## src/rtl/stb_pkg.sv

```systemverilog
// Shared types and constants of the software timer bank.
`timescale 1ns / 1ps
package stb_pkg;

  localparam int OP_W      = 3;
  localparam int TIME_W    = 32;
  localparam int ID_W      = 5;
  localparam int SLOT_W    = 5;
  localparam int KIND_W    = 2;
  localparam int TICK_W    = 8;
  localparam int MAX_SLOTS = 32;
  localparam int DIV_STEPS = 32;
  localparam int CNT_W     = 6;
  localparam int IN_DATA_W  = 40;
  localparam int OUT_DATA_W = 8;

  typedef enum logic [OP_W-1:0] {
    OP_CREATE  = 3'd0,
    OP_START   = 3'd1,
    OP_STOP    = 3'd2,
    OP_TICK    = 3'd3,
    OP_SERVICE = 3'd4
  } stb_op_t;

  typedef enum logic [KIND_W-1:0] {
    KIND_CREATE = 2'd0,
    KIND_ACK    = 2'd1,
    KIND_EVENT  = 2'd2,
    KIND_NONE   = 2'd3
  } stb_kind_t;

  typedef enum logic [1:0] {
    RSEL_CREATE,
    RSEL_ACK,
    RSEL_EVENT,
    RSEL_NONE
  } stb_rsel_t;

  typedef enum logic [2:0] {
    S_IDLE,
    S_CREATE,
    S_CRT_DONE,
    S_TICK,
    S_REPLY,
    S_SVC
  } stb_state_t;

  typedef struct packed {
    logic      load;
    logic      cnt_clr;
    logic      cnt_inc;
    logic      div_step;
    logic      crt_commit;
    logic      ctl_commit;
    logic      tick_proc;
    logic      svc_clear;
    logic      push;
    stb_rsel_t rsel;
  } stb_cmd_t;

  typedef struct packed {
    stb_op_t op;
    logic    cnt_zero;
    logic    div_end;
    logic    walk_end;
    logic    pend_any;
    logic    pend_here;
    logic    pend_last;
    logic    out_free;
  } stb_status_t;

endpackage

```

## src/rtl/stb_ram.sv

```systemverilog
// Generic single-write, single-read RAM with registered read data.
`timescale 1ns / 1ps
module stb_ram #(
  parameter int WIDTH = 32,
  parameter int DEPTH = 32
) (
  input  logic                                   clk,
  input  logic                                   we,
  input  logic [(DEPTH > 1 ? $clog2(DEPTH) : 1)-1:0] waddr,
  input  logic [WIDTH-1:0]                       wdata,
  input  logic [(DEPTH > 1 ? $clog2(DEPTH) : 1)-1:0] raddr,
  output logic [WIDTH-1:0]                       rdata
);

  logic [WIDTH-1:0] mem_r [DEPTH];

  always_ff @(posedge clk) begin
    if (we) begin
      mem_r[waddr] <= wdata;
    end
    rdata <= mem_r[raddr];
  end

endmodule

```

## src/rtl/stb_ctrl.sv

```systemverilog
// Controller state machine of the software timer bank.
`timescale 1ns / 1ps
module stb_ctrl (
  input  logic                clk,
  input  logic                rst_n,
  input  logic                in_tvalid,
  input  stb_pkg::stb_status_t status,
  output logic                in_tready,
  output stb_pkg::stb_cmd_t   cmd
);
  import stb_pkg::*;

  stb_state_t state_r;
  stb_state_t state_nxt;

  always_ff @(posedge clk) begin
    if (!rst_n) begin
      state_r <= S_IDLE;
    end else begin
      state_r <= state_nxt;
    end
  end

  always_comb begin
    state_nxt = state_r;
    case (state_r)
      S_IDLE: begin
        if (in_tvalid) begin
          case (status.op)
            OP_CREATE:  state_nxt = S_CREATE;
            OP_TICK:    state_nxt = S_TICK;
            OP_SERVICE: state_nxt = S_SVC;
            default:    state_nxt = S_REPLY;
          endcase
        end
      end
      S_CREATE: begin
        if (status.div_end) state_nxt = S_CRT_DONE;
      end
      S_CRT_DONE: begin
        if (status.out_free) state_nxt = S_IDLE;
      end
      S_TICK: begin
        if (status.walk_end) state_nxt = S_REPLY;
      end
      S_REPLY: begin
        if (status.out_free) state_nxt = S_IDLE;
      end
      S_SVC: begin
        if (!status.pend_any) begin
          if (status.out_free) state_nxt = S_IDLE;
        end else if (status.pend_here && status.out_free && status.pend_last) begin
          state_nxt = S_IDLE;
        end
      end
      default: state_nxt = S_IDLE;
    endcase
  end

  always_comb begin
    cmd       = '0;
    cmd.rsel  = RSEL_ACK;
    in_tready = 1'b0;
    case (state_r)
      S_IDLE: begin
        in_tready   = 1'b1;
        cmd.load    = in_tvalid;
        cmd.cnt_clr = in_tvalid;
      end
      S_CREATE: begin
        cmd.div_step = 1'b1;
        cmd.cnt_inc  = 1'b1;
      end
      S_CRT_DONE: begin
        cmd.rsel       = RSEL_CREATE;
        cmd.push       = status.out_free;
        cmd.crt_commit = status.out_free;
      end
      S_TICK: begin
        cmd.cnt_inc   = 1'b1;
        // slot idx-1 has its counts on the RAM outputs
        cmd.tick_proc = !status.cnt_zero;
      end
      S_REPLY: begin
        cmd.rsel       = RSEL_ACK;
        cmd.push       = status.out_free;
        cmd.ctl_commit = status.out_free;
      end
      S_SVC: begin
        if (!status.pend_any) begin
          cmd.rsel = RSEL_NONE;
          cmd.push = status.out_free;
        end else if (status.pend_here) begin
          cmd.rsel      = RSEL_EVENT;
          cmd.push      = status.out_free;
          cmd.svc_clear = status.out_free;
          cmd.cnt_inc   = status.out_free && !status.pend_last;
        end else begin
          cmd.cnt_inc = 1'b1;
        end
      end
      default: begin
        cmd = '0;
      end
    endcase
  end

endmodule

```

## src/rtl/stb_dp.sv

```systemverilog
// Datapath of the software timer bank: slot flags, count RAMs, divider, result register.
`timescale 1ns / 1ps
module stb_dp #(
  parameter int BANK_SLOTS = 32,
  parameter int SW         = 5
) (
  input  logic                                clk,
  input  logic                                rst_n,
  input  logic                                cfg_wen,
  input  logic [stb_pkg::TICK_W-1:0]          cfg_wdata,
  input  logic [stb_pkg::IN_DATA_W-1:0]       in_tdata,
  input  logic [stb_pkg::OP_W-1:0]            in_tuser,
  input  stb_pkg::stb_cmd_t                   cmd,
  output stb_pkg::stb_status_t                status,
  input  logic                                out_tready,
  output logic                                out_tvalid,
  output logic [stb_pkg::OUT_DATA_W-1:0]      out_tdata,
  output logic [stb_pkg::KIND_W-1:0]          out_tuser,
  output logic                                out_tlast
);
  import stb_pkg::*;

  // configuration
  logic [TICK_W-1:0] tick_ms_r;
  logic [TICK_W-1:0] divisor;

  // latched item
  stb_op_t           op_r;
  logic              per_r;
  logic [ID_W-1:0]   id_r;

  // walk counter and divider
  logic [CNT_W-1:0]  idx_r;
  logic [CNT_W-1:0]  idx_m1;
  logic [SW-1:0]     sidx;
  logic [SW-1:0]     pidx;
  logic [TICK_W-1:0] rem_r;
  logic [TIME_W-1:0] quo_r;
  logic [TICK_W+1:0] diff;
  logic              found_r;
  logic [SW-1:0]     fslot_r;

  // slot flags
  logic [BANK_SLOTS-1:0] used_r;
  logic [BANK_SLOTS-1:0] periodic_r;
  logic [BANK_SLOTS-1:0] running_r;
  logic [BANK_SLOTS-1:0] expired_r;
  logic [BANK_SLOTS-1:0] pend;
  logic [BANK_SLOTS-1:0] pend_rest;

  // count memories
  logic              cur_we;
  logic [SW-1:0]     cur_waddr;
  logic [TIME_W-1:0] cur_wdata;
  logic [TIME_W-1:0] cur_rd;
  logic [TIME_W-1:0] rel_rd;
  logic              rel_we;
  logic              tick_act;
  logic              cur_zero;

  logic              id_ok;
  logic              in_range;

  // result register
  logic              out_valid_r;
  stb_kind_t         kind_r;
  logic [SLOT_W-1:0] slot_r;
  logic              ok_r;
  logic              last_r;
  logic              out_free;

  assign divisor = (tick_ms_r == '0) ? TICK_W'(1) : tick_ms_r;
  assign idx_m1  = idx_r - CNT_W'(1);
  assign sidx    = idx_r[SW-1:0];
  assign pidx    = idx_m1[SW-1:0];
  assign in_range = idx_r < CNT_W'(BANK_SLOTS);

  always_ff @(posedge clk) begin
    if (!rst_n) begin
      tick_ms_r <= TICK_W'(1);
    end else if (cfg_wen) begin
      tick_ms_r <= cfg_wdata;
    end
  end

  // hold the item fields for the whole operation
  always_ff @(posedge clk) begin
    if (cmd.load) begin
      op_r  <= stb_op_t'(in_tuser);
      per_r <= in_tdata[0];
      id_r  <= in_tdata[TIME_W+ID_W:TIME_W+1];
    end
  end

  always_ff @(posedge clk) begin
    if (!rst_n) begin
      idx_r <= '0;
    end else if (cmd.cnt_clr) begin
      idx_r <= '0;
    end else if (cmd.cnt_inc) begin
      idx_r <= idx_r + CNT_W'(1);
    end
  end

  // restoring division, one quotient bit a cycle
  assign diff = {1'b0, rem_r, quo_r[TIME_W-1]} - {2'b00, divisor};

  always_ff @(posedge clk) begin
    if (cmd.load) begin
      rem_r <= '0;
      quo_r <= in_tdata[TIME_W:1];
    end else if (cmd.div_step) begin
      if (!diff[TICK_W+1]) begin
        rem_r <= diff[TICK_W-1:0];
      end else begin
        rem_r <= {rem_r[TICK_W-2:0], quo_r[TIME_W-1]};
      end
      quo_r <= {quo_r[TIME_W-2:0], !diff[TICK_W+1]};
    end
  end

  // scan for the lowest free slot alongside the divider
  always_ff @(posedge clk) begin
    if (!rst_n) begin
      found_r <= 1'b0;
    end else if (cmd.load) begin
      found_r <= 1'b0;
    end else if (cmd.div_step && in_range && !used_r[sidx] && !found_r) begin
      found_r <= 1'b1;
    end
  end

  always_ff @(posedge clk) begin
    if (cmd.div_step && in_range && !used_r[sidx] && !found_r) begin
      fslot_r <= sidx;
    end
  end

  assign id_ok = ({1'b0, id_r} < CNT_W'(BANK_SLOTS)) && used_r[id_r[SW-1:0]];

  assign tick_act = cmd.tick_proc && used_r[pidx] && running_r[pidx];
  assign cur_zero = (cur_rd == '0);

  always_ff @(posedge clk) begin
    if (!rst_n) begin
      used_r     <= '0;
      periodic_r <= '0;
      running_r  <= '0;
      expired_r  <= '0;
    end else begin
      if (cmd.crt_commit && found_r) begin
        used_r[fslot_r]     <= 1'b1;
        periodic_r[fslot_r] <= per_r;
        running_r[fslot_r]  <= 1'b0;
        expired_r[fslot_r]  <= 1'b0;
      end
      if (cmd.ctl_commit && id_ok && (op_r == OP_START || op_r == OP_STOP)) begin
        running_r[id_r[SW-1:0]] <= (op_r == OP_START);
      end
      if (tick_act) begin
        if (cur_zero) begin
          if (!periodic_r[pidx]) running_r[pidx] <= 1'b0;
        end else if (cur_rd == TIME_W'(1)) begin
          expired_r[pidx] <= 1'b1;
        end
      end
      if (cmd.svc_clear) begin
        expired_r[sidx] <= 1'b0;
      end
    end
  end

  // count RAM writes: create fills a slot, tick updates the walked slot
  assign rel_we    = cmd.crt_commit && found_r;
  assign cur_we    = rel_we || (tick_act && !(cur_zero && !periodic_r[pidx]));
  assign cur_waddr = cmd.crt_commit ? fslot_r : pidx;
  always_comb begin
    if (cmd.crt_commit) begin
      cur_wdata = quo_r;
    end else if (cur_zero) begin
      cur_wdata = rel_rd;
    end else begin
      cur_wdata = cur_rd - TIME_W'(1);
    end
  end

  stb_ram #(
    .WIDTH(TIME_W),
    .DEPTH(BANK_SLOTS)
  ) u_cur_ram (
    .clk  (clk),
    .we   (cur_we),
    .waddr(cur_waddr),
    .wdata(cur_wdata),
    .raddr(sidx),
    .rdata(cur_rd)
  );

  stb_ram #(
    .WIDTH(TIME_W),
    .DEPTH(BANK_SLOTS)
  ) u_rel_ram (
    .clk  (clk),
    .we   (rel_we),
    .waddr(fslot_r),
    .wdata(quo_r),
    .raddr(sidx),
    .rdata(rel_rd)
  );

  // expired slots still to report; events clear as they go out
  assign pend = used_r & expired_r;
  always_comb begin
    pend_rest = pend;
    if (in_range) pend_rest[sidx] = 1'b0;
  end

  assign out_free = !out_valid_r || out_tready;

  always_ff @(posedge clk) begin
    if (!rst_n) begin
      out_valid_r <= 1'b0;
    end else if (cmd.push) begin
      out_valid_r <= 1'b1;
    end else if (out_tready) begin
      out_valid_r <= 1'b0;
    end
  end

  always_ff @(posedge clk) begin
    if (cmd.push) begin
      case (cmd.rsel)
        RSEL_CREATE: begin
          kind_r <= KIND_CREATE;
          slot_r <= found_r ? SLOT_W'(fslot_r) : '0;
          ok_r   <= found_r;
          last_r <= 1'b1;
        end
        RSEL_EVENT: begin
          kind_r <= KIND_EVENT;
          slot_r <= SLOT_W'(sidx);
          ok_r   <= 1'b1;
          last_r <= (pend_rest == '0);
        end
        RSEL_NONE: begin
          kind_r <= KIND_NONE;
          slot_r <= '0;
          ok_r   <= 1'b0;
          last_r <= 1'b1;
        end
        default: begin
          kind_r <= KIND_ACK;
          slot_r <= '0;
          ok_r   <= (op_r == OP_TICK) ||
                    ((op_r == OP_START || op_r == OP_STOP) && id_ok);
          last_r <= 1'b1;
        end
      endcase
    end
  end

  assign out_tvalid = out_valid_r;
  assign out_tdata  = {{(OUT_DATA_W-SLOT_W-1){1'b0}}, ok_r, slot_r};
  assign out_tuser  = kind_r;
  assign out_tlast  = last_r;

  always_comb begin
    status           = '0;
    status.op        = stb_op_t'(in_tuser);
    status.cnt_zero  = (idx_r == '0);
    status.div_end   = (idx_r == CNT_W'(DIV_STEPS - 1));
    status.walk_end  = (idx_r == CNT_W'(BANK_SLOTS));
    status.pend_any  = (pend != '0);
    status.pend_here = in_range && pend[sidx];
    status.pend_last = (pend_rest == '0);
    status.out_free  = out_free;
  end

endmodule

```

## src/rtl/software_timer_bank_core.sv

```systemverilog
// Software timer bank: slot allocation, start/stop, tick walk and expiry service.
// Operation: start/stop/unknown op pass through S_REPLY to the result register; create runs
// a 32-step divider with a free-slot scan in step; tick walks one slot a cycle through
// the count RAM; service visits the slots in order and can stall on the output.
// Throughput: one item at a time, the next taken once the last result is registered.
// Reset (rst_n low, synchronous): slot flags clear, tick_ms becomes 1, count RAMs untouched.
`timescale 1ns / 1ps
module software_timer_bank_core #(
  parameter int NUM_TIMERS = 32
) (
  input  logic                               clk,
  input  logic                               rst_n,
  input  logic                               cfg_wen,
  input  logic [stb_pkg::TICK_W-1:0]         cfg_wdata,
  input  logic                               in_tvalid,
  output logic                               in_tready,
  // periodic [0], time_ms [32:1], timer_id [37:33], zero [39:38]
  input  logic [stb_pkg::IN_DATA_W-1:0]      in_tdata,
  // op [2:0]
  input  logic [stb_pkg::OP_W-1:0]           in_tuser,
  output logic                               out_tvalid,
  input  logic                               out_tready,
  // slot [4:0], ok [5], zero [7:6]
  output logic [stb_pkg::OUT_DATA_W-1:0]     out_tdata,
  // kind [1:0]
  output logic [stb_pkg::KIND_W-1:0]         out_tuser,
  output logic                               out_tlast
);
  import stb_pkg::*;

  localparam int BANK_SLOTS = (NUM_TIMERS < MAX_SLOTS) ? NUM_TIMERS : MAX_SLOTS;
  localparam int SW         = (BANK_SLOTS > 1) ? $clog2(BANK_SLOTS) : 1;

  stb_cmd_t    cmd;
  stb_status_t status;

  stb_ctrl u_ctrl (
    .clk      (clk),
    .rst_n    (rst_n),
    .in_tvalid(in_tvalid),
    .status   (status),
    .in_tready(in_tready),
    .cmd      (cmd)
  );

  stb_dp #(
    .BANK_SLOTS(BANK_SLOTS),
    .SW        (SW)
  ) u_dp (
    .clk       (clk),
    .rst_n     (rst_n),
    .cfg_wen   (cfg_wen),
    .cfg_wdata (cfg_wdata),
    .in_tdata  (in_tdata),
    .in_tuser  (in_tuser),
    .cmd       (cmd),
    .status    (status),
    .out_tready(out_tready),
    .out_tvalid(out_tvalid),
    .out_tdata (out_tdata),
    .out_tuser (out_tuser),
    .out_tlast (out_tlast)
  );

endmodule
```

## config.mk

```make
export PLATFORM = sky130hd
export DESIGN_NAME = software_timer_bank_core
export DESIGN_NICKNAME = d
export VERILOG_FILES = /design/src/rtl/stb_pkg.sv /design/src/rtl/stb_ram.sv /design/src/rtl/stb_ctrl.sv /design/src/rtl/stb_dp.sv /design/src/rtl/software_timer_bank_core.sv
export SDC_FILE = /design/constraint.sdc
export NUM_CORES = 2
export LEC_CHECK = 0
export BUFFER_PORTS_ARGS = -buffer_cell sky130_fd_sc_hd__buf_2
export CELL_PAD_IN_SITES_DETAIL_PLACEMENT = 0
export CELL_PAD_IN_SITES_GLOBAL_PLACEMENT = 2
export CORE_ASPECT_RATIO = 1.4
export CORE_UTILIZATION = 50
export CTS_BUF_LIST = sky130_fd_sc_hd__clkbuf_8
export DETAILED_ROUTE_END_ITERATION = 10
export GPL_TIMING_DRIVEN = 0
export PLACE_DENSITY = 0.83
export SYNTH_ARGS = -nofsm -noshare
export SYNTH_HDL_FRONTEND = slang
export SYNTH_SLANG_ARGS = --single-unit
```

## constraint.sdc

```tcl
create_clock -name clk -period 6.4 [get_ports clk]
set_clock_uncertainty 0.15 [all_clocks]
set_input_delay 1.28 -clock clk [delete_from_list [all_inputs] [get_ports clk]]
set_output_delay 1.28 -clock clk [all_outputs]
set_load 0.005 [all_outputs]
```

==> key figures <==
STA
  • Slew headroom: -0.0621
  • Final slew viol count: 57
  • Fin Setup TNS: 0 ps
  • Fmax: approximately 160 MHz
  • Period utilisation layout: 0.995
  • Worst Max-Slew Pin Slew: ~1600 ps
  • Hold Vio Cnt, Final: 0
  • Post-route setup slack: about 33 ps
  • Worst hold slack: between 200 and 300 ps
  • Final setup vio count: 0
  • Post-layout min period: 6370 ps

Floorplanning
  • Std cell rows: 184
  • DIE AREA: about 180,000 um2
  • Boundary pin count: 69
  • Die height: approximately 500 um
  • Core ar.: about 180,000 um2
  • Starting Density: 0.504
  • Die X: approximately 360 um

Finish
  • Finished Core Util: 0.575
  • Nets: between 5k and 6k
  • Layout cells sized above 1: 0.254
  • Area growth syn-to-layout: 13.9%
  • Finished Layout Cells: slightly above 8k
  • Final instance area: just over 100,000 um2

Detailed routing
  • Via count: about 53k
  • Remaining antenna violation count: 0
  • Routed length per instance: between 30 and 40 um
  • First drt pass iteration count: 6
  • Drt total wl: approximately 300 mm
  • Routed vias/inst: about 6.6
  • Initial DRC Count: ~7.8k
  • DRC Markers: 0

Logic synthesis
  • Ys Warns: 0
  • EDFF count, synth: roughly 2.1k
  • Synthesized cell area: between 90,000 and 100,000 um2
  • Synth area leaders: edfxtp_1 70%, mux4_2 14%, dfxtp_1 4.8%
  • Average cell area after synthesis: 18.8 um2
  • Synth area leader: edfxtp_1
  • Synth Register Bits: ~2.3k
  • Top_reg_cell synth: edfxtp_1
  • Post-synth ARST share: 0
  • Gate Count Post-Synth: around 4.8k
  • Register area share after synthesis: 0.744
  • Distinct cells, synth: 80
  • Top cell type's share of synthesized area: 0.696

Worst setup path
  • Crit path capture type: register
  • Crit path DAT: a little under 7000 ps
  • Maximum fanout along the worst path: 19
  • Required @ worst endpoint: roughly 7000 ps
  • WS Path Type: reg2reg
  • Crit path launch type: register

Clock network
  • Total CTS buffers: roughly 350
  • # H-tree levels: 5
  • CTS Buffer Depth: 4
  • Worst skew pair latency: around 1100 ps
  • Clk sinks: between 2k and 2.5k
  • Clock slew at reported path FFs: 60 ps
  • Root buffer cell: clkbuf_8
  • TritonCTS clock tree: built

Placed design
  • DP Wirelength: about 190 mm
  • Input/output buffers: 62
  • GPL Wtd Cong: 0.930
  • Cell Area, Placed: slightly below 100,000 um2
  • Dpl ws: around 43 ps
  • Placed cell count: 7,420

Global route
  • Largest net degree at the start of global routing: 35
  • Gr ovfl total: 0
  • First-pass GRT wire length: between 400 and 500 mm
  • Vias in the first global route: approximately 52k
  • Initial antenna violation count: 15
  • Total Routing Usage GR: 0.325

Outcome
  • Failing checks: capacitance limit, slew limit
  • Status: complete, but fails checks

Power and ir drop
  • Pwr Density: 364 nW/um2
  • Final total power: 37.7 mW
  • P_leak: ~33 nW
  • Worst VDD drop: 0.241 mV

Run
  • Max-Cap Viols: 4

Hold path
  • Hold WC Path Type: in2reg
## critical path: stages (launching register included)
cell	delay [ps]
dfxtp_1	530
buf_2	440
inv_2	290
ha_1	400
buf_2	230
buf_4	270
buf_2	410
mux4_2	290
nand2_1	50
a311oi_1	580
a211oi_4	190
nor4b_4	740
a21oi_4	330
nor2_4	750
buf_12	290
## cells in the final DEF, fill, tap and decap left out, drive strengths merged, types with 16 or more instances in the layout
master and count:
a21oi 176, a22oi 248, and3 29, buf 317
clkbuf 538, clkinv 103, dfxtp 219, edfxtp 2103
ha 18, inv 168, mux2i 36, mux4 546
nand2 394, nand3 50, nand4 93, nor2 134
nor3 50, nor4 32, o21a 25, o21ai 146
xnor2 23, xor2 16
## cells by family (layout without fill, tap and decap cells)
family	count (synthesis)	count (layout)	synth area share
adders and majority gates	19	19	0.00270
buffers and inverters	331	1137	0.0152
muxes	584	584	0.140
DFF	2322	2322	0.744
xor gates and xnor gates	39	39	0.00376
and+or+nand+nor	874	874	0.0468
AOI/OAI and AO/OA	671	671	0.0480
other	1	5	0.0000413
## registers in the layout, summed over array words and instances (netlist names), 2 cells and up
| register | flops |
|---|---|
| u_dp.u_cur_ram.mem_r | 1024 |
| u_dp.u_rel_ram.mem_r | 1024 |
| u_dp.expired_r | 32 |
| u_dp.periodic_r | 32 |
| u_dp.quo_r | 32 |
| u_dp.running_r | 32 |
| u_dp.u_cur_ram.rdata | 32 |
| u_dp.u_rel_ram.rdata | 32 |
| u_dp.used_r | 32 |
| u_dp.rem_r | 8 |
| u_dp.tick_ms_r | 8 |
| u_dp.idx_r | 6 |
| u_dp.fslot_r | 5 |
| u_dp.id_r | 5 |
| u_dp.slot_r | 5 |
| u_ctrl.state_r | 3 |
| u_dp.op_r | 3 |
| u_dp.out_tuser | 2 |
## report_power, final
group / switching [mW] / leakage (nW) / internal (mW)
registers: 1.23 / 20.7 / 18.8
logic: 4.04 / 8.33 / 2.32
clock network: 5.67 / 3.63 / 5.59
## synthesized netlist by cell type (25+ instances only)
cell	count
a21oi_1	171
clkbuf_1	166
inv_1	51
dfxtp_1	219
nand2_1	393
edfxtp_1	2103
nor2_1	130
nor4_1	26
o21a_1	25
a22oi_1	248
nand4_1	91
nor3_1	45
and3_1	29
mux4_2	546
buf_1	25
buf_2	74
o21ai_0	143
mux2i_1	36
nand3_1	49
## cell type report
| class | count | area (um2) |
|---|---|---|
| multi-input cells | 2189 | 22300 |
| well taps | 2418 | 3030 |
| diodes | 3 | 7.51 |
| inverters | 54 | 220 |
| clock buffers | 372 | 5120 |
| repair buffers | 206 | 2930 |
| flip-flops and latches | 2322 | 67500 |
| fillers | 13500 | 76600 |
| clock inverters | 228 | 1110 |
| plain buffers | 277 | 1210 |
## layer usage
layer | vias up | part of all wire | GRT usage
met1 | 27800 | 0.34 | 0.407
met3 | 729 | 0.11 | 0.0668
met2 | 3724 | 0.49 | 0.530
li1 | 20900 | - | -
met5 | - | 0.00030 | 0
met4 | 14 | 0.060 | 0.179
## repair_timing
action / 4_1_cts / 5_1_grt
buffers inserted: 0 / 40
endpoints found under the hold margin: 0 / 0
gates resized for setup: 0 / 1
hold buffers: 0 / 0
setup endpoints to repair: 0 / 133
## path summary, 6_finish.rpt
path	slack, ps	cells past startpoint	end	startpoint
hold / removal	280	1	u_dp.id_r[4]	in_tdata[37]
setup reg to reg	30	14	u_dp.u_cur_ram.mem_r[23][11]	u_dp.idx_r[0]
setup / recovery	30	14	u_dp.u_cur_ram.mem_r[23][11]	u_dp.idx_r[0]
hold reg to reg	310	2	u_dp.periodic_r[23]	u_dp.periodic_r[23]
Note: power is estimated with default switching activity, not from simulation.
